### src/rtl/gfe_pkg.sv
package gfe_pkg;

    // Operation codes carried in the op field of an input word.
    typedef enum logic [1:0] {
        OP_WRITE = 2'd0,
        OP_ELIM  = 2'd1,
        OP_READ  = 2'd2,
        OP_NONE  = 2'd3
    } op_t;

    // Sequencer states.
    typedef enum logic [3:0] {
        S_IDLE,
        S_RD_DONE,
        S_K,
        S_PIV,
        S_DJ,
        S_DREAD,
        S_DWAIT,
        S_I,
        S_FAC,
        S_J,
        S_JA,
        S_JB,
        S_JW
    } state_t;

    // Input word.
    typedef struct packed {
        logic [1:0]         op;
        logic [3:0]         row;
        logic [3:0]         col;
        logic signed [31:0] value;
    } in_word_t;

    // Result word.
    typedef struct packed {
        logic signed [31:0] read_value;
        logic               status;
    } out_word_t;

    localparam logic signed [31:0] S32_MAX = 32'sh7FFF_FFFF;
    localparam logic signed [31:0] S32_MIN = 32'sh8000_0000;

    // Saturate a 64-bit signed value to 32 bits.
    function automatic logic signed [31:0] sat64(input logic signed [63:0] x);
        logic signed [31:0] r;
        if (x > 64'sh0000_0000_7FFF_FFFF)
            r = S32_MAX;
        else if (x < -64'sh0000_0000_8000_0000)
            r = S32_MIN;
        else
            r = x[31:0];
        return r;
    endfunction

    // Saturate a 33-bit signed value to 32 bits.
    function automatic logic signed [31:0] sat33(input logic signed [32:0] x);
        logic signed [31:0] r;
        if (x[32] != x[31])
            r = x[32] ? S32_MIN : S32_MAX;
        else
            r = x[31:0];
        return r;
    endfunction

endpackage

### src/rtl/gfe_mac.sv
// Multiply-subtract: c - floor(a * b / 2^FRAC_BITS), both steps saturated.
// The product is registered on load; the result is valid the cycle after.
module gfe_mac #(
    parameter int FRAC_BITS = 16
) (
    input  logic               clk,
    input  logic               load,
    input  logic signed [31:0] a,
    input  logic signed [31:0] b,
    input  logic signed [31:0] c,
    output logic signed [31:0] result
);

    logic signed [63:0] prod_reg;
    logic signed [31:0] c_reg;
    logic signed [63:0] scaled;
    logic signed [31:0] p32;

    // Product stage.
    always_ff @(posedge clk)
    begin
        if (load)
        begin
            prod_reg <= a * b;
            c_reg    <= c;
        end
    end

    // The arithmetic shift rounds toward minus infinity.
    always_comb
    begin
        scaled = prod_reg >>> FRAC_BITS;
        p32    = gfe_pkg::sat64(scaled);
        result = gfe_pkg::sat33(33'(c_reg) - 33'(p32));
    end

endmodule

### config.mk
export PLATFORM = sky130hd
export DESIGN_NAME = gfe_mac
export DESIGN_NICKNAME = d
export VERILOG_FILES = /design/src/rtl/gfe_pkg.sv /design/src/rtl/gfe_mac.sv
export SDC_FILE = /design/constraint.sdc
export NUM_CORES = 2
export LEC_CHECK = 0
export BUFFER_PORTS_ARGS = -buffer_cell sky130_fd_sc_hd__buf_2
export CAP_MARGIN = 20
export CORE_MARGIN = 10
export CORE_UTILIZATION = 45
export DETAILED_ROUTE_END_ITERATION = 6
export MAX_ROUTING_LAYER = met4
export PLACE_DENSITY = 0.59
export SYNTH_ARGS = -nofsm -noshare
export SYNTH_HDL_FRONTEND = slang
export SYNTH_SLANG_ARGS = --single-unit
### constraint.sdc
create_clock -name clk -period 7.2 [get_ports clk]
set_input_delay 0 -clock clk [delete_from_list [all_inputs] [get_ports clk]]
set_output_delay 0 -clock clk [all_outputs]
set_load 0.02 [all_outputs]
==> results.md <==
* Seq/Total Area, Yosys at 6.003%
* Vias per cell at 5.018
* TritonCTS Sinks at 80
* Synth Warn # at 0
* Mapped Cells at 4,169
* Via count at 27,980
* Die Ht at ~320 um
* First-pass GRT wire length at roughly 170,000 um
* Endpoints failing hold at 0
* Clock Pin Slew Worst Setup and Hold Paths at 0.07 ns
* Core box area at about 0.088 mm2
* Placed cell area at 0.04373 mm2
* CP Max Fanout at 17
* Area Overhead vs Synth at 11.00%
* Buffers on Ports at approximately 130
* Gr ovfl total at 0
* Initial Util at 45.29%
* Max-cap violations at 0
* Worst hold path type: input port to register
* Slew HR at 30.22%
* Post-route minimum period at 6.889 ns
* Final Instance Area at 0.04442 mm2
* Setup Fix Bufs, Post-CTS at 0
* Synthesized flop and latch total at 80
* Finished Core Util at between 50% and 60%
* Mapped Nets at 5,561
* Die W at 318.2 um
* Vias in the first global route at 31,950
* Crit path from: b[11]
* Measured slew at the worst slew-check pin at 1.047 ns
* Largest net degree at the start of global routing at 81
* Post-synthesis cell type count at 65
* Number of buffers created by CTS at 9
* Critical path class: input port to register
* Most used cell, CP: fa_1
* CP endpoint: prod_reg[63]$_DFFE_PP_
* Full die area at between 0.1 and 0.15 mm2
* Post-Syn Area at 0.04002 mm2
* Peak Freq at 145.2 MHz
* CP Cell Sequence: buf_2 -> buf_12 -> and2_1 -> fa_1 -> inv_1 -> fa_1 -> fa_1 -> fa_1 -> fa_1 -> inv_1 -> fa_1 -> fa_1 -> fa_1 -> ha_1 -> and2_1 -> and3_1 -> nand4_1 -> o31ai_1 -> nand3_1 -> nand3_1 -> a31oi_2 -> o311ai_0 -> xnor2_1
* # rows at 109
* Final wirelength at 103,500 um
* Cell Count, Final, Fillers Out at 5,575
* Layout net count at 5,791
* Number of synthesized flops with an enable pin at 80
* CTS tree: built
* Per-cell routed wire length at roughly 19 um
* Post-synth top flop: edfxtp_1
* I/O pins at 130
* Max reg flops at 48
* Pre-antenna DRT Iters at 5
* Gpl congestion at slightly below 0.9
* Crit path launch type: input port
* RSZ-0062 raised after global routing: true
* Fin. max-slew vios at 0
* Drt drc at 0
* # setup viols final at 0
* Antenna Violating Nets Remaining at 0
* Fraction of layout cells with a size suffix above 1 at 10.29%
* Fin crit share at between 90% and 100%
* Crit path DAT at 6.97 ns
* Iter 0 DRT Violations at 1,350
* HPWL Detailed at 92,380 um
* Worst Setup End Kind: register
* Max incr delay on CP at 0.57 ns
* Slowest cell on crit path: fa_1
* Overall routing resource usage at a little over a fifth
* Inst Count DP at 5,520
* CTS H-tree lvls at 3
* CTS max path bufs at 2
* Req. time, crit path at 7.29 ns
* Initial antenna violation count at 8
* Post-synth ARST share at 0%
* Mapped Avg Cell Area at roughly 9.6 um2
* Worst hold-check slack at 0.3444 ns
* Status: finished, final reports clean
* Clock root cell: clkbuf_16
## cell usage in the layout, fill, tap and decap left out, types with 7 or more instances in the layout
cell type	synthesis	routed
a21o_1	41	41
a21oi_1	105	105
a21oi_2	11	11
and2_1	504	502
buf_12	0	29
buf_2	2	119
buf_4	2	240
clkbuf_16	0	9
clkbuf_4	0	9
dlygate4sd3_1	0	32
edfxtp_1	80	80
fa_1	1082	1079
ha_1	212	212
inv_1	974	971
maj3_1	7	7
nand2_1	539	537
nand2b_1	16	16
nand3_1	20	20
nand4_1	22	22
nor2_1	70	70
nor2b_1	7	7
nor3_1	14	13
o21a_1	13	13
o21ai_0	48	45
o21ai_1	7	10
o21bai_1	15	15
xnor2_1	61	61
xor2_1	22	22
## cell families (layout without fill, tap and decap cells)
| kind of cell | after synthesis | count (layout) | synth area share (%) |
|---|---|---|---|
| buffers and inverters | 1185 | 1420 | 11.18 |
| XOR/XNOR | 83 | 83 | 1.816 |
| adder cells (fa/ha/maj) | 1301 | 1301 | 60.93 |
| AND/OR/NAND/NOR | 1216 | 1216 | 15.20 |
| other | 0 | 6 | 0 |
| flip-flops | 80 | 80 | 6.003 |
| AO/OA/AOI/OAI | 304 | 304 | 4.874 |
## worst max-delay path, delay by kind of cell
| kind | cells | cell delay [ns] |
|---|---|---|
| XOR/XNOR | 1 | 0.11 |
| AO/OA/AOI/OAI | 3 | 0.96 |
| buffers and inverters | 4 | 0.54 |
| adder cells (fa/ha/maj) | 9 | 4.38 |
| AND/OR/NAND/NOR | 6 | 0.99 |
## through the flow
stage / worst slack (ns) / setup TNS (ns)
after floorplan: -0.001066 / -0.001066
after global placement: -0.2045 / -1.770
after detailed placement: -0.2314 / -1.895
after CTS: 0.1033 / 0
after global routing: -0.008483 / -0.01253
final: 0.3115 / 0
## per-layer routing
| metal | global-route usage (%) | vias to the layer above | share of wire, % |
|---|---|---|---|
| met2 | 37.79 | 568 | 51 |
| li1 | - | 12650 | - |
| met5 | - | - | 0 |
| met3 | 1.761 | 122 | 3.4 |
| met4 | 4.789 | 0 | 2.3 |
| met1 | 27.79 | 14640 | 43 |
## worst min-delay path by stage
| stage | startpoint | to | slack [ns] | cells after the start |
|---|---|---|---|---|
| after floorplan | c[0] | c_reg[0]$_DFFE_PP_ | 0.1 | 0 |
| after global placement | c[11] | c_reg[11]$_DFFE_PP_ | 0.18 | 1 |
| after detailed placement | c[21] | c_reg[21]$_DFFE_PP_ | 0.18 | 1 |
| after global routing | c[22] | c_reg[22]$_DFFE_PP_ | 0.36 | 2 |
| after CTS | c[23] | c_reg[23]$_DFFE_PP_ | 0.34 | 2 |
| final | load | c_reg[1]$_DFFE_PP_ | 0.34 | 1 |
## Yosys cell counts, types with 16 or more instances
cell / count / share of area [%]
nand2b_1: 16 / 0.25
a21oi_1: 105 / 1.3
edfxtp_1: 80 / 6.0
clkbuf_1: 204 / 1.9
and2_1: 504 / 7.9
o21ai_0: 48 / 0.60
nor2_1: 70 / 0.66
nand2_1: 539 / 5.1
xnor2_1: 61 / 1.3
xor2_1: 22 / 0.48
nand4_1: 22 / 0.34
ha_1: 212 / 6.6
a21o_1: 41 / 0.77
inv_1: 974 / 9.1
fa_1: 1082 / 54
nand3_1: 20 / 0.25
## layout make-up
type,instances,area (um2)
diodes,6,15.01
fillers,8406,43950
well taps,1165,1458
repair buffers,430,3381
clock inverters,7,72.57
inverters,974,3660
flip-flops and latches,80,2402
multi-input cells,2904,33210
clock buffers,9,225.2
## timing repair
| item | in CTS | in global routing |
|---|---|---|
| hold buffers | 32 | 0 |
| setup endpoints to repair | 0 | 18 |
| hold endpoints to repair | 32 | 0 |
| resized for setup | 0 | 17 |
Power is not shown: default switching activity piles up to over one toggle a cycle in this logic, so the estimate is an artifact.
