File: config.mk
export PLATFORM = sky130hd
export DESIGN_NAME = gfe_div
export DESIGN_NICKNAME = d
export VERILOG_FILES = /design/src/rtl/gfe_pkg.sv /design/src/rtl/gfe_div.sv
export SDC_FILE = /design/constraint.sdc
export NUM_CORES = 1
export LEC_CHECK = 0
export ABC_AREA = 1
export BUFFER_PORTS_ARGS = -buffer_cell sky130_fd_sc_hd__buf_4
export CORE_UTILIZATION = 30
export DETAILED_ROUTE_END_ITERATION = 16
export GPL_TIMING_DRIVEN = 0
export SETUP_SLACK_MARGIN = 0.02
export SLEW_MARGIN = 20
export SYNTH_ARGS = -nofsm -noshare
export SYNTH_HDL_FRONTEND = slang
export SYNTH_SLANG_ARGS = --single-unit
File: constraint.sdc
create_clock -name clk -period 2.7 [get_ports clk]
set_input_delay 0.135 -clock clk [delete_from_list [all_inputs] [get_ports clk]]
set_output_delay 0.135 -clock clk [all_outputs]
set_load 0.005 [all_outputs]
File: src/rtl/gfe_pkg.sv
package gfe_pkg;

    // Operation codes carried in the op field of an input word.
    typedef enum logic [1:0] {
        OP_WRITE = 2'd0,
        OP_ELIM  = 2'd1,
        OP_READ  = 2'd2,
        OP_NONE  = 2'd3
    } op_t;

    // Sequencer states.
    typedef enum logic [3:0] {
        S_IDLE,
        S_RD_DONE,
        S_K,
        S_PIV,
        S_DJ,
        S_DREAD,
        S_DWAIT,
        S_I,
        S_FAC,
        S_J,
        S_JA,
        S_JB,
        S_JW
    } state_t;

    // Input word.
    typedef struct packed {
        logic [1:0]         op;
        logic [3:0]         row;
        logic [3:0]         col;
        logic signed [31:0] value;
    } in_word_t;

    // Result word.
    typedef struct packed {
        logic signed [31:0] read_value;
        logic               status;
    } out_word_t;

    localparam logic signed [31:0] S32_MAX = 32'sh7FFF_FFFF;
    localparam logic signed [31:0] S32_MIN = 32'sh8000_0000;

    // Saturate a 64-bit signed value to 32 bits.
    function automatic logic signed [31:0] sat64(input logic signed [63:0] x);
        logic signed [31:0] r;
        if (x > 64'sh0000_0000_7FFF_FFFF)
            r = S32_MAX;
        else if (x < -64'sh0000_0000_8000_0000)
            r = S32_MIN;
        else
            r = x[31:0];
        return r;
    endfunction

    // Saturate a 33-bit signed value to 32 bits.
    function automatic logic signed [31:0] sat33(input logic signed [32:0] x);
        logic signed [31:0] r;
        if (x[32] != x[31])
            r = x[32] ? S32_MIN : S32_MAX;
        else
            r = x[31:0];
        return r;
    endfunction

endpackage

File: src/rtl/gfe_div.sv
// Restoring divider: one quotient bit a cycle, (a * 2^FRAC_BITS) / p,
// truncated toward zero and saturated to 32 bits. The divisor is never zero.
module gfe_div #(
    parameter int FRAC_BITS = 16
) (
    input  logic               clk,
    input  logic               rst_n,
    input  logic               start,
    input  logic signed [31:0] dividend,
    input  logic signed [31:0] divisor,
    output logic               busy,
    output logic               done,
    output logic signed [31:0] quotient
);

    localparam int DW = 32 + FRAC_BITS;
    localparam int CNT_W = $clog2(DW + 1);
    localparam logic [DW-1:0] POS_LIM = DW'(64'h7FFF_FFFF);
    localparam logic [DW-1:0] NEG_LIM = DW'(64'h8000_0000);

    logic [DW-1:0]    quo_reg, quo_next;
    logic [31:0]      rem_reg, rem_next;
    logic [31:0]      dmag_reg, dmag_next;
    logic             neg_reg, neg_next;
    logic [CNT_W-1:0] cnt_reg, cnt_next;
    logic             busy_reg, busy_next;
    logic             done_reg, done_next;
    logic [32:0]      rem_sh;
    logic [31:0]      amag;

    // Control registers.
    always_ff @(posedge clk or negedge rst_n)
    begin
        if (!rst_n)
        begin
            busy_reg <= 1'b0;
            done_reg <= 1'b0;
            cnt_reg  <= '0;
        end
        else
        begin
            busy_reg <= busy_next;
            done_reg <= done_next;
            cnt_reg  <= cnt_next;
        end
    end

    // Datapath registers.
    always_ff @(posedge clk)
    begin
        quo_reg  <= quo_next;
        rem_reg  <= rem_next;
        dmag_reg <= dmag_next;
        neg_reg  <= neg_next;
    end

    // One restoring step a cycle while busy.
    always_comb
    begin
        quo_next  = quo_reg;
        rem_next  = rem_reg;
        dmag_next = dmag_reg;
        neg_next  = neg_reg;
        cnt_next  = cnt_reg;
        busy_next = busy_reg;
        done_next = 1'b0;
        amag      = dividend[31] ? 32'(-dividend) : 32'(dividend);
        rem_sh    = {rem_reg, quo_reg[DW-1]};
        if (start)
        begin
            quo_next  = {amag, {FRAC_BITS{1'b0}}};
            rem_next  = '0;
            dmag_next = divisor[31] ? 32'(-divisor) : 32'(divisor);
            neg_next  = dividend[31] ^ divisor[31];
            cnt_next  = CNT_W'(DW);
            busy_next = 1'b1;
        end
        else if (busy_reg)
        begin
            if (rem_sh >= {1'b0, dmag_reg})
            begin
                rem_next = 32'(rem_sh - {1'b0, dmag_reg});
                quo_next = {quo_reg[DW-2:0], 1'b1};
            end
            else
            begin
                rem_next = rem_sh[31:0];
                quo_next = {quo_reg[DW-2:0], 1'b0};
            end
            cnt_next = cnt_reg - CNT_W'(1);
            if (cnt_reg == CNT_W'(1))
            begin
                busy_next = 1'b0;
                done_next = 1'b1;
            end
        end
    end

    // Sign and saturation of the finished magnitude.
    always_comb
    begin
        if (neg_reg)
            quotient = (quo_reg > NEG_LIM) ? gfe_pkg::S32_MIN : 32'(-quo_reg[31:0]);
        else
            quotient = (quo_reg > POS_LIM) ? gfe_pkg::S32_MAX : quo_reg[31:0];
    end

    assign busy = busy_reg;
    assign done = done_reg;

endmodule

==> impl_metrics.json, run 1 <==
{
  "worst-path-buf-inv": 2,
  "ys_dominant_reg_cell": "edfxtp_1",
  "nets": 1799,
  "pwr-share-comb": 0.193,
  "coreArea_mm2": 0.03353,
  "hold_class": "in -> reg",
  "die_w_um": 186.5,
  "die_h_um": 186.5,
  "grt_setup_unrepaired": "no",
  "core.rowCount": 67,
  "area_growth_pct": 19.72,
  "mostFrequentLayoutCells": "nand2_1 (473), inv_1 (259), nor2_1 (124), nand3_1 (109), buf_4 (103)",
  "ant_nets": 0,
  "p_sw_uw": 1725,
  "finClkSkew_ns": 0.01111,
  "async_reset_ff_frac": 0.06612,
  "grt_pass1_vias": 9715,
  "ys.warnings.count": 0,
  "p_leak_uw": 0.006082,
  "final_util": 0.3646,
  "start_util": 0.3045,
  "cts_tree": "built",
  "largest_register_ffs": 48,
  "cts.sinks": 121,
  "drt_pass1_iterations": 5,
  "overflow": 0,
  "fmax_mhz": 394.5,
  "synthDistinctLibCells": 47,
  "grt_usage": 0.1856,
  "tightest_slew_ns": 0.7116,
  "wirelength_mm": 32.23,
  "timing.slew.headroom": 0.5256,
  "synth.cell_area_mm2": 0.01021,
  "start_kind": "flop",
  "viasPerCell": 4.824,
  "cp.arrival_ns": 2.86,
  "crit_fanout": 4,
  "synth_seq_area_share": 0.3049,
  "synth_seq_cells": 121,
  "period_share": 0.9389,
  "io_pins": 101,
  "synth-edff-count": 65,
  "status": "finished clean",
  "cp_data_required_time_ns": 3.02,
  "endpoint_kind": "flop",
  "cts_buffer_depth": 2,
  "maxSlewViolCount": 0,
  "synth_nets": 1677,
  "setup_viol": 0,
  "powerDensity_mw_per_mm2": 465.9,
  "numCtsBuffers": 17,
  "finalInstanceArea_mm2": 0.01222,
  "fin_hold_ws_ns": 0.01735,
  "syn_inst": 1572,
  "via_count": 10400,
  "numPortBuffers": 98,
  "critPathSlowestCell": "fa_1",
  "drt_iter0_drc": 811,
  "drc": 0,
  "path_class": "reg -> reg",
  "wl_per_cell_um": 14.95,
  "min_period_ns": 2.535,
  "grt_first_pass_wirelength_mm": 51.60,
  "cpMostUsedCell": "nand2_1",
  "antenna_found_initial": 3,
  "hpwl_mm": 26.09,
  "max-cap-violations": 0,
  "drive_gt1_frac": 0.1230,
  "worstPathCellList": "inv_1 > ha_1 > fa_1 > inv_1 > nand3_1 > nand3_2 > nand2_1 > nand2_1 > nand2_1 > nand2_1 > nand2_1 > nand3_1 > nand3_1 > nand2_1 > nand2_1",
  "p_sw_frac": 0.3028,
  "cpPeakStageDelay_ns": 0.42,
  "place_area_mm2": 0.01154,
  "grt_max_degree": 35,
  "p_int_uw": 3971,
  "clkTransAtPathRegs_ns": 0.06,
  "routabilityCongestion": 0.9272,
  "htreeDepth": 4,
  "die_area_mm2": 0.03478,
  "layout_commonest_cell": "nand2_1",
  "synth_area_per_cell_um2": 6.496,
  "clock_latency_ns": 0.43,
  "power_frac_clock": 0.429,
  "hold_viol": 0,
  "cp_top_family": "simple AND/OR/NAND/NOR gates",
  "ir_drop_v": 0.0003997,
  "cts-root-buf": "clkbuf_16",
  "pwr-share-seq": 0.378
}
==> cells in the mapped netlist (2+ instances only) <==
library cell / instances / share of area
a21oi_1: 40 / 0.020
a31oi_1: 3 / 0.0018
buf_1: 2 / 0.00074
buf_2: 3 / 0.0015
buf_4: 3 / 0.0022
buf_6: 7 / 0.0077
clkbuf_1: 26 / 0.0096
dfrtp_1: 8 / 0.020
dfxtp_1: 48 / 0.094
edfxtp_1: 65 / 0.19
ha_1: 37 / 0.045
inv_1: 261 / 0.096
inv_2: 5 / 0.0018
nand2_1: 473 / 0.17
nand2_2: 10 / 0.0061
nand2_4: 2 / 0.0022
nand3_1: 110 / 0.054
nand3_2: 4 / 0.0039
nand3b_1: 31 / 0.023
nand4_1: 29 / 0.018
nor2_1: 124 / 0.046
nor2_2: 10 / 0.0061
nor2_4: 4 / 0.0044
nor3_1: 25 / 0.012
nor3_2: 5 / 0.0049
nor4_1: 6 / 0.0037
o211ai_1: 2 / 0.0015
o21ai_0: 96 / 0.047
o21ai_1: 15 / 0.0074
o21ai_2: 10 / 0.0086
o21bai_1: 2 / 0.0015
o22ai_1: 24 / 0.015
o31ai_1: 3 / 0.0022
or2_2: 4 / 0.0025
xnor2_1: 27 / 0.023
xor2_1: 37 / 0.032
==> power by group through the flow <==
stage	Sequential (uW)	Clock [uW]	Combinational, uW
floorplan	2170	0	674
global placement	2190	0	1070
detailed placement	2190	0	1080
CTS	2150	2480	1090
global route	2170	2550	1220
finish	2150	2450	1100
==> cells by family after synthesis <==
family | count (synthesis) | share of synthesized area
AO/OA/AOI/OAI | 199 | 0.1075
XOR/XNOR | 64 | 0.05490
adder cells (fa/ha/maj) | 38 | 0.04730
buffers and inverters | 309 | 0.1213
flip-flops | 121 | 0.3049
AND/OR/NAND/NOR | 841 | 0.3642
==> path summary, 6_finish.rpt <==
check | endpoint | from | slack [ns] | cells past startpoint
max | rem_reg[30] | quo_reg[47] | 0.17 | 15
min | dmag_reg[10] | divisor[10] | 0.02 | 2
max reg2reg | rem_reg[30] | quo_reg[47] | 0.17 | 15
min reg2reg | rem_reg[2] | rem_reg[2] | 0.47 | 2
max in group asynchronous | cnt_reg[4] | rst_n | 2.50 | 2
min in group asynchronous | busy | rst_n | 0.07 | 2
==> final cells by class <==
cell class,count,area [um^2]
fillers,3706,21310
multi-input cells,1142,5896
flip-flops and latches,121,3113
inverters,267,1002
repair buffers,103,798.3
well taps,448,560.5
clock buffers,17,425.4
plain buffers,42,237.7
clock inverters,15,188.9
diodes,1,2.502
==> metrics by stage <==
stage	total power [uW]	setup slack (ns)	instances	TNS, ns
2_1_floorplan	2843	0.5438	1572	0
3_5_place_dp	3274	-0.1902	2119	-3.589
5_1_grt	5941	0.02056	2155	0
4_1_cts	5723	0.03278	2154	0
6_report	5696	0.1651	2156	0
3_3_place_gp	3259	-0.9830	2118	-39.60
==> per-layer routing <==
layer	up-vias	routed length, um	global-route usage
met5	-	26	0
met2	249	15060	0.3093
met1	4812	14840	0.2467
met4	4	581	0.05233
li1	5297	-	-
met3	38	1712	0.03066
==> what timing repair did <==
item	in CTS	in global routing
setup endpoints to repair	26	29
buffers inserted	1	1
gates resized for setup	10	8
hold endpoints to repair	9	0
hold buffers	2	0
pin swaps	1	1
==> worst register-to-register path: stages, from the launching register on <==
cell and delay [ns]:
edfxtp_1 0.35, inv_1 0.11, ha_1 0.25, fa_1 0.42
inv_1 0.13, nand3_1 0.09, nand3_2 0.14, nand2_1 0.07
nand2_1 0.18, nand2_1 0.08, nand2_1 0.11, nand2_1 0.16
nand3_1 0.13, nand3_1 0.08, nand2_1 0.09, nand2_1 0.05
Power figures use the tool's default switching activity.
==> run 2: changes to the inputs <==
CORE_UTILIZATION = 41   (was 30)
==> run 2 against run 1 <==
Register-to-register slack improved by 0.10 ns. Final area decreased by 1.3%. Die area decreased by 27%. Critical path type is now reg -> out. Critical endpoint is now quotient[23]. Largest power group unchanged.
==> impl_metrics.json, run 2 (synthesis gave the netlist of run 1 again) <==
{
  "p_sw_uw": 1729,
  "hpwl_mm": 25.24,
  "antenna_found_initial": 3,
  "pwr-share-seq": 0.389,
  "grt_max_degree": 35,
  "area_growth_pct": 18.13,
  "wirelength_mm": 31.12,
  "powerDensity_mw_per_mm2": 458.8,
  "via_count": 10214,
  "drt_iter0_drc": 757,
  "place_area_mm2": 0.01137,
  "hold_end": "dmag_reg[22]",
  "fill_cells": 2632,
  "power_frac_clock": 0.414,
  "mostFrequentLayoutCells": "nand2_1 (473), inv_1 (259), nor2_1 (123), nand3_1 (108), buf_4 (105)",
  "overflow": 0,
  "die_w_um": 159.8,
  "start_util": 0.4186,
  "grt_pass1_vias": 9487,
  "clkTransAtPathRegs_ns": 0.06,
  "min_from": "divisor[22]",
  "htreeDepth": 4,
  "die_h_um": 159.8,
  "hold_class": "in -> reg",
  "grt_setup_unrepaired": "no",
  "pwr-share-comb": 0.196,
  "setup_viol": 0,
  "finClkSkew_ns": 0.01430,
  "min_period_ns": 2.547,
  "fmax_mhz": 392.6,
  "period_share": 0.9434,
  "hold_viol": 0,
  "cp.arrival_ns": 2.41,
  "endpoint_kind": "output pin",
  "status": "finished clean",
  "layout_commonest_cell": "nand2_1",
  "grt_usage": 0.2445,
  "viasPerCell": 5.014,
  "p_sw_frac": 0.3124,
  "top_layer_used": "met4",
  "ir_drop_v": 0.0003397,
  "critPathSlowestCell": "dfxtp_1",
  "r2r_cells": 15,
  "stdcell_count": 2037,
  "die_area_mm2": 0.02554,
  "p_leak_uw": 0.006092,
  "r2r_end": "rem_reg[30]",
  "crit_fanout": 10,
  "place_inst": 1995,
  "io_pins": 101,
  "start_kind": "flop",
  "timing.slew.headroom": 0.3888,
  "drt_pass1_iterations": 5,
  "wl_per_cell_um": 15.28,
  "coreArea_mm2": 0.02439,
  "cts-root-buf": "clkbuf_16",
  "drc": 0,
  "pre_cts_ws_ns": 0.05899,
  "cts_buffer_depth": 2,
  "hold_path_depth": 2,
  "maxSlewViolCount": 0,
  "routabilityCongestion": 0.9181,
  "numCtsBuffers": 17,
  "worstPathCellList": "inv_2 > ha_4 > nand2_1 > nor2_4 > nand2_2 > nor2_4 > nand4_1 > nand2_2 > nand2_2 > buf_6 > buf_6 > o21ai_2 > buf_4",
  "cts.sinks": 121,
  "max-cap-violations": 0,
  "p_int_uw": 3805,
  "wl_met1_mm": 14.21,
  "numPortBuffers": 98,
  "fin_ws_ns": 0.1528,
  "cpMostUsedCell": "nand2_2",
  "cp_data_required_time_ns": 2.57,
  "critPathLaunch": "quo_reg[0]",
  "finalInstanceArea_mm2": 0.01206,
  "tightest_slew_ns": 0.9134,
  "met3_length_mm": 1.493,
  "grt_first_pass_wirelength_mm": 49.11,
  "nets": 1802,
  "ant_nets": 0,
  "drive_gt1_frac": 0.1251,
  "cts_tree": "built",
  "largest_register_ffs": 48,
  "regToRegStartpoint": "quo_reg[47]",
  "cpPeakStageDelay_ns": 0.31,
  "finalPower_uw": 5534,
  "path_class": "reg -> out",
  "clock_latency_ns": 0.43,
  "core.rowCount": 57,
  "reg2reg_slack_ns": 0.27,
  "wl_met2_mm": 14.64
}
[run 2: changes by cell type in the layout (fill, tap and decap cells not counted), sizes merged]
cell / change
diode: +2
inv: +4
dlygate4sd3: +1
clkinvlp: -2
buf: +2
bufinv: -2
[run 2: how the worst max path moves through the flow]
stage,cells after the start,to
floorplan,3,quo_reg[16]
global placement,5,quo_reg[41]
detailed placement,6,quo_reg[20]
CTS,13,quotient[22]
global route,13,quotient[23]
finish,13,quotient[23]
[run 2: through the flow]
step           hold WS (ns)    util  setup TNS (ns)
2_1_floorplan       -0.1606       -               0
3_3_place_gp       -0.03947  0.4654          -38.00
3_5_place_dp       -0.03771  0.4663               0
4_1_cts            0.008065  0.4917               0
5_1_grt             0.02597  0.4943               0
6_report            0.02073  0.4946               0
[run 2: power groups by stage]
stage	Sequential (uW)	Combinational [uW]	Clock, uW
floorplan	2170	674	0
global placement	2190	1070	0
detailed placement	2190	1070	0
CTS	2150	1090	2340
global route	2170	1210	2400
finish	2150	1090	2290
[run 2: per-layer routing]
layer	track usage	vias up
li1	-	5309
met1	0.3170	4618
met2	0.4095	241
met3	0.04156	46
met4	0.08571	0
met5	0	-
[run 2: what timing repair did]
action | in CTS | in global routing
buffers inserted | 1 | 3
endpoints found under the hold margin | 10 | 0
hold buffers | 3 | 0
resized for setup | 7 | 11
endpoints found under the setup margin | 29 | 30
pin swaps | 1 | 2
[run 2: layout make-up]
type / count / area [um^2] / share of cell area
clock buffer: 17 / 425.4 / 0.03527
timing repair buffer: 106 / 815.8 / 0.06763
antenna: 3 / 7.507 / 0.0006223
multi-input combinational: 1142 / 5901 / 0.4892
sequential: 121 / 3113 / 0.2581
clock inverter: 15 / 155.1 / 0.01286
buffer: 42 / 237.7 / 0.01971
tap: 324 / 405.4 / 0.03361
inverter: 267 / 1002 / 0.08308
[run 2: worst max-delay path, delay by kind of cell (launching register included)]
family | cells | cell delay (ns)
AND/OR/NAND/NOR | 7 | 0.80
buffers and inverters | 4 | 0.56
flip-flops | 1 | 0.31
adder cells (fa/ha/maj) | 1 | 0.18
AO/OA/AOI/OAI | 1 | 0.14
==> run 3: changes to the inputs <==
CTS_BUF_LIST = sky130_fd_sc_hd__clkbuf_2   (was default)
==> run 3 against run 2 <==
The run now ends with negative setup slack left. Critical path depth decreased by 3. Power decreased by 15%. Via count increased by 7.5%. Die area unchanged. Non-clock buffer count increased by 131. Register-to-register slack got worse by 0.02 ns. Final area increased by 9.6%. Critical path type unchanged. Critical endpoint is now quotient[31].
==> impl_metrics.json, run 3 (synthesis gave the netlist of run 1 again) <==
{
  "status": "complete, but fails checks",
  "violations": "negative setup slack",
  "htreeDepth": 4,
  "overflow": 0,
  "regToRegStartpoint": "busy",
  "cts-root-buf": "clkbuf_2",
  "reg2reg_slack_ns": 0.25,
  "path_class": "reg -> out",
  "wirelength_mm": 32.59,
  "finClkSkew_ns": 0.04292,
  "maxSlewViolCount": 0,
  "p_int_uw": 3037,
  "min_period_ns": 2.753,
  "tightest_slew_ns": 0.6888,
  "die_w_um": 159.8,
  "cts_buffer_depth": 2,
  "coreArea_mm2": 0.02439,
  "grt_first_pass_wirelength_mm": 51.29,
  "cp.arrival_ns": 2.62,
  "nets": 1933,
  "grt_max_degree": 34,
  "ir_drop_v": 0.0002987,
  "numPortBuffers": 98,
  "fin_ws_ns": -0.05319,
  "start_kind": "flop",
  "routabilityCongestion": 0.9181,
  "place_inst": 1995,
  "mostFrequentLayoutCells": "nand2_1 (465), inv_1 (253), buf_4 (127), nor2_1 (115), dlygate4sd3_1 (108)",
  "hold_class": "in -> reg",
  "p_sw_frac": 0.3550,
  "ant_nets": 0,
  "cts.sinks": 121,
  "pre_cts_ws_ns": 0.05899,
  "drc": 0,
  "cp_data_required_time_ns": 2.57,
  "grt_pass1_vias": 10171,
  "clkTransAtPathRegs_ns": 0.25,
  "p_sw_uw": 1671,
  "pwr-share-comb": 0.279,
  "area_growth_pct": 29.52,
  "wl_per_cell_um": 15.02,
  "hold_viol": 0,
  "max-cap-violations": 0,
  "power_frac_clock": 0.264,
  "r2r_end": "quo_reg[39]",
  "setup_viol": 9,
  "period_share": 1.020,
  "cts_tree": "built",
  "final_util": 0.5422,
  "start_util": 0.4186,
  "drive_gt1_frac": 0.1597,
  "drt_iter0_drc": 798,
  "hold_path_depth": 3,
  "stdcell_count": 2170,
  "powerDensity_mw_per_mm2": 356.0,
  "hpwl_mm": 25.24,
  "largest_register_ffs": 48,
  "clock_latency_ns": 0.74,
  "grt_usage": 0.2528,
  "crit_fanout": 4,
  "pwr-share-seq": 0.457,
  "tns_ns": -0.2452,
  "via_count": 10980,
  "die_area_mm2": 0.02554,
  "viasPerCell": 5.060,
  "io_pins": 101,
  "die_h_um": 159.8,
  "hold_end": "dmag_reg[30]",
  "min_from": "divisor[31]",
  "endpoint_kind": "output pin",
  "grt_setup_unrepaired": "yes",
  "antenna_found_initial": 5,
  "drt_pass1_iterations": 6,
  "layout_commonest_cell": "nand2_1",
  "timing.slew.headroom": 0.5408,
  "core.rowCount": 57,
  "r2r_cells": 6,
  "p_leak_uw": 0.006593,
  "fmax_mhz": 363.2,
  "numCtsBuffers": 17
}
==> run 3: cell count changes in the layout (fill, tap and decap cells not counted), sizes merged <==
| cell | previous run | this run |
|---|---|---|
| buf | 119 | 145 |
| clkbuf | 43 | 42 |
| diode | 3 | 5 |
| dlygate4sd3 | 3 | 108 |
| dlymetal6s4s | 0 | 1 |
==> run 3: final cells by class <==
type	count	area, um^2
clock inverter	15	155.1
clock buffer	17	85.08
fill	2531	11170
multi-input combinational	1142	6090
timing repair buffer	237	2087
tap	324	405.4
inverter	267	1007
buffer	42	256.5
antenna	5	12.51
sequential	121	3127
==> run 3: through the flow <==
stage | hold slack, ns | instance area [um^2] | power, uW
after global placement | -0.03947 | 11350 | 3255
after floorplan | -0.1606 | 10210 | 2843
after CTS | 0.03633 | 12980 | 4693
after detailed placement | -0.03771 | 11370 | 3267
final | 0.1283 | 13230 | 4709
after global routing | 0.1251 | 13230 | 4948
==> run 3: how the worst max path moves through the flow <==
stage / start / to / cells past startpoint
6_report: quo_reg[1] / quotient[31] / 10
3_5_place_dp: start / quo_reg[20] / 6
4_1_cts: quo_reg[10] / quotient[22] / 12
3_3_place_gp: start / quo_reg[41] / 5
2_1_floorplan: busy / quo_reg[16] / 3
5_1_grt: quo_reg[44] / quotient[22] / 10
==> run 3: timing repair <==
item                                   4_1_cts  5_1_grt
setup buffers                               14       14
setup endpoints to repair                   32       45
pin swaps                                   15       11
hold buffers                               110        0
endpoints found under the hold margin      105        0
resized for setup                           55       56
==> run 3: power by group through the flow <==
stage	clock network [uW]	logic, uW	registers, uW
2_1_floorplan	0	674	2170
3_3_place_gp	0	1070	2190
3_5_place_dp	0	1070	2190
4_1_cts	1280	1270	2150
5_1_grt	1330	1450	2170
6_report	1240	1310	2150
==> run 3: worst max-delay path, stage by stage, from the launching register on <==
cell	delay [ns]
dfxtp_2	0.40
inv_4	0.07
nand3_2	0.13
nor3_4	0.28
buf_4	0.15
buf_6	0.09
nand4_1	0.18
nor2_1	0.15
nand2_1	0.08
a31oi_2	0.18
buf_4	0.15
==> run 3: per-layer routing <==
metal / up-vias / track usage / share of wire
met5: - / 0 / 0
met4: 0 / 0.07792 / 0.025
met3: 55 / 0.03896 / 0.050
met2: 323 / 0.4347 / 0.48
met1: 5028 / 0.3251 / 0.44
li1: 5574 / - / -
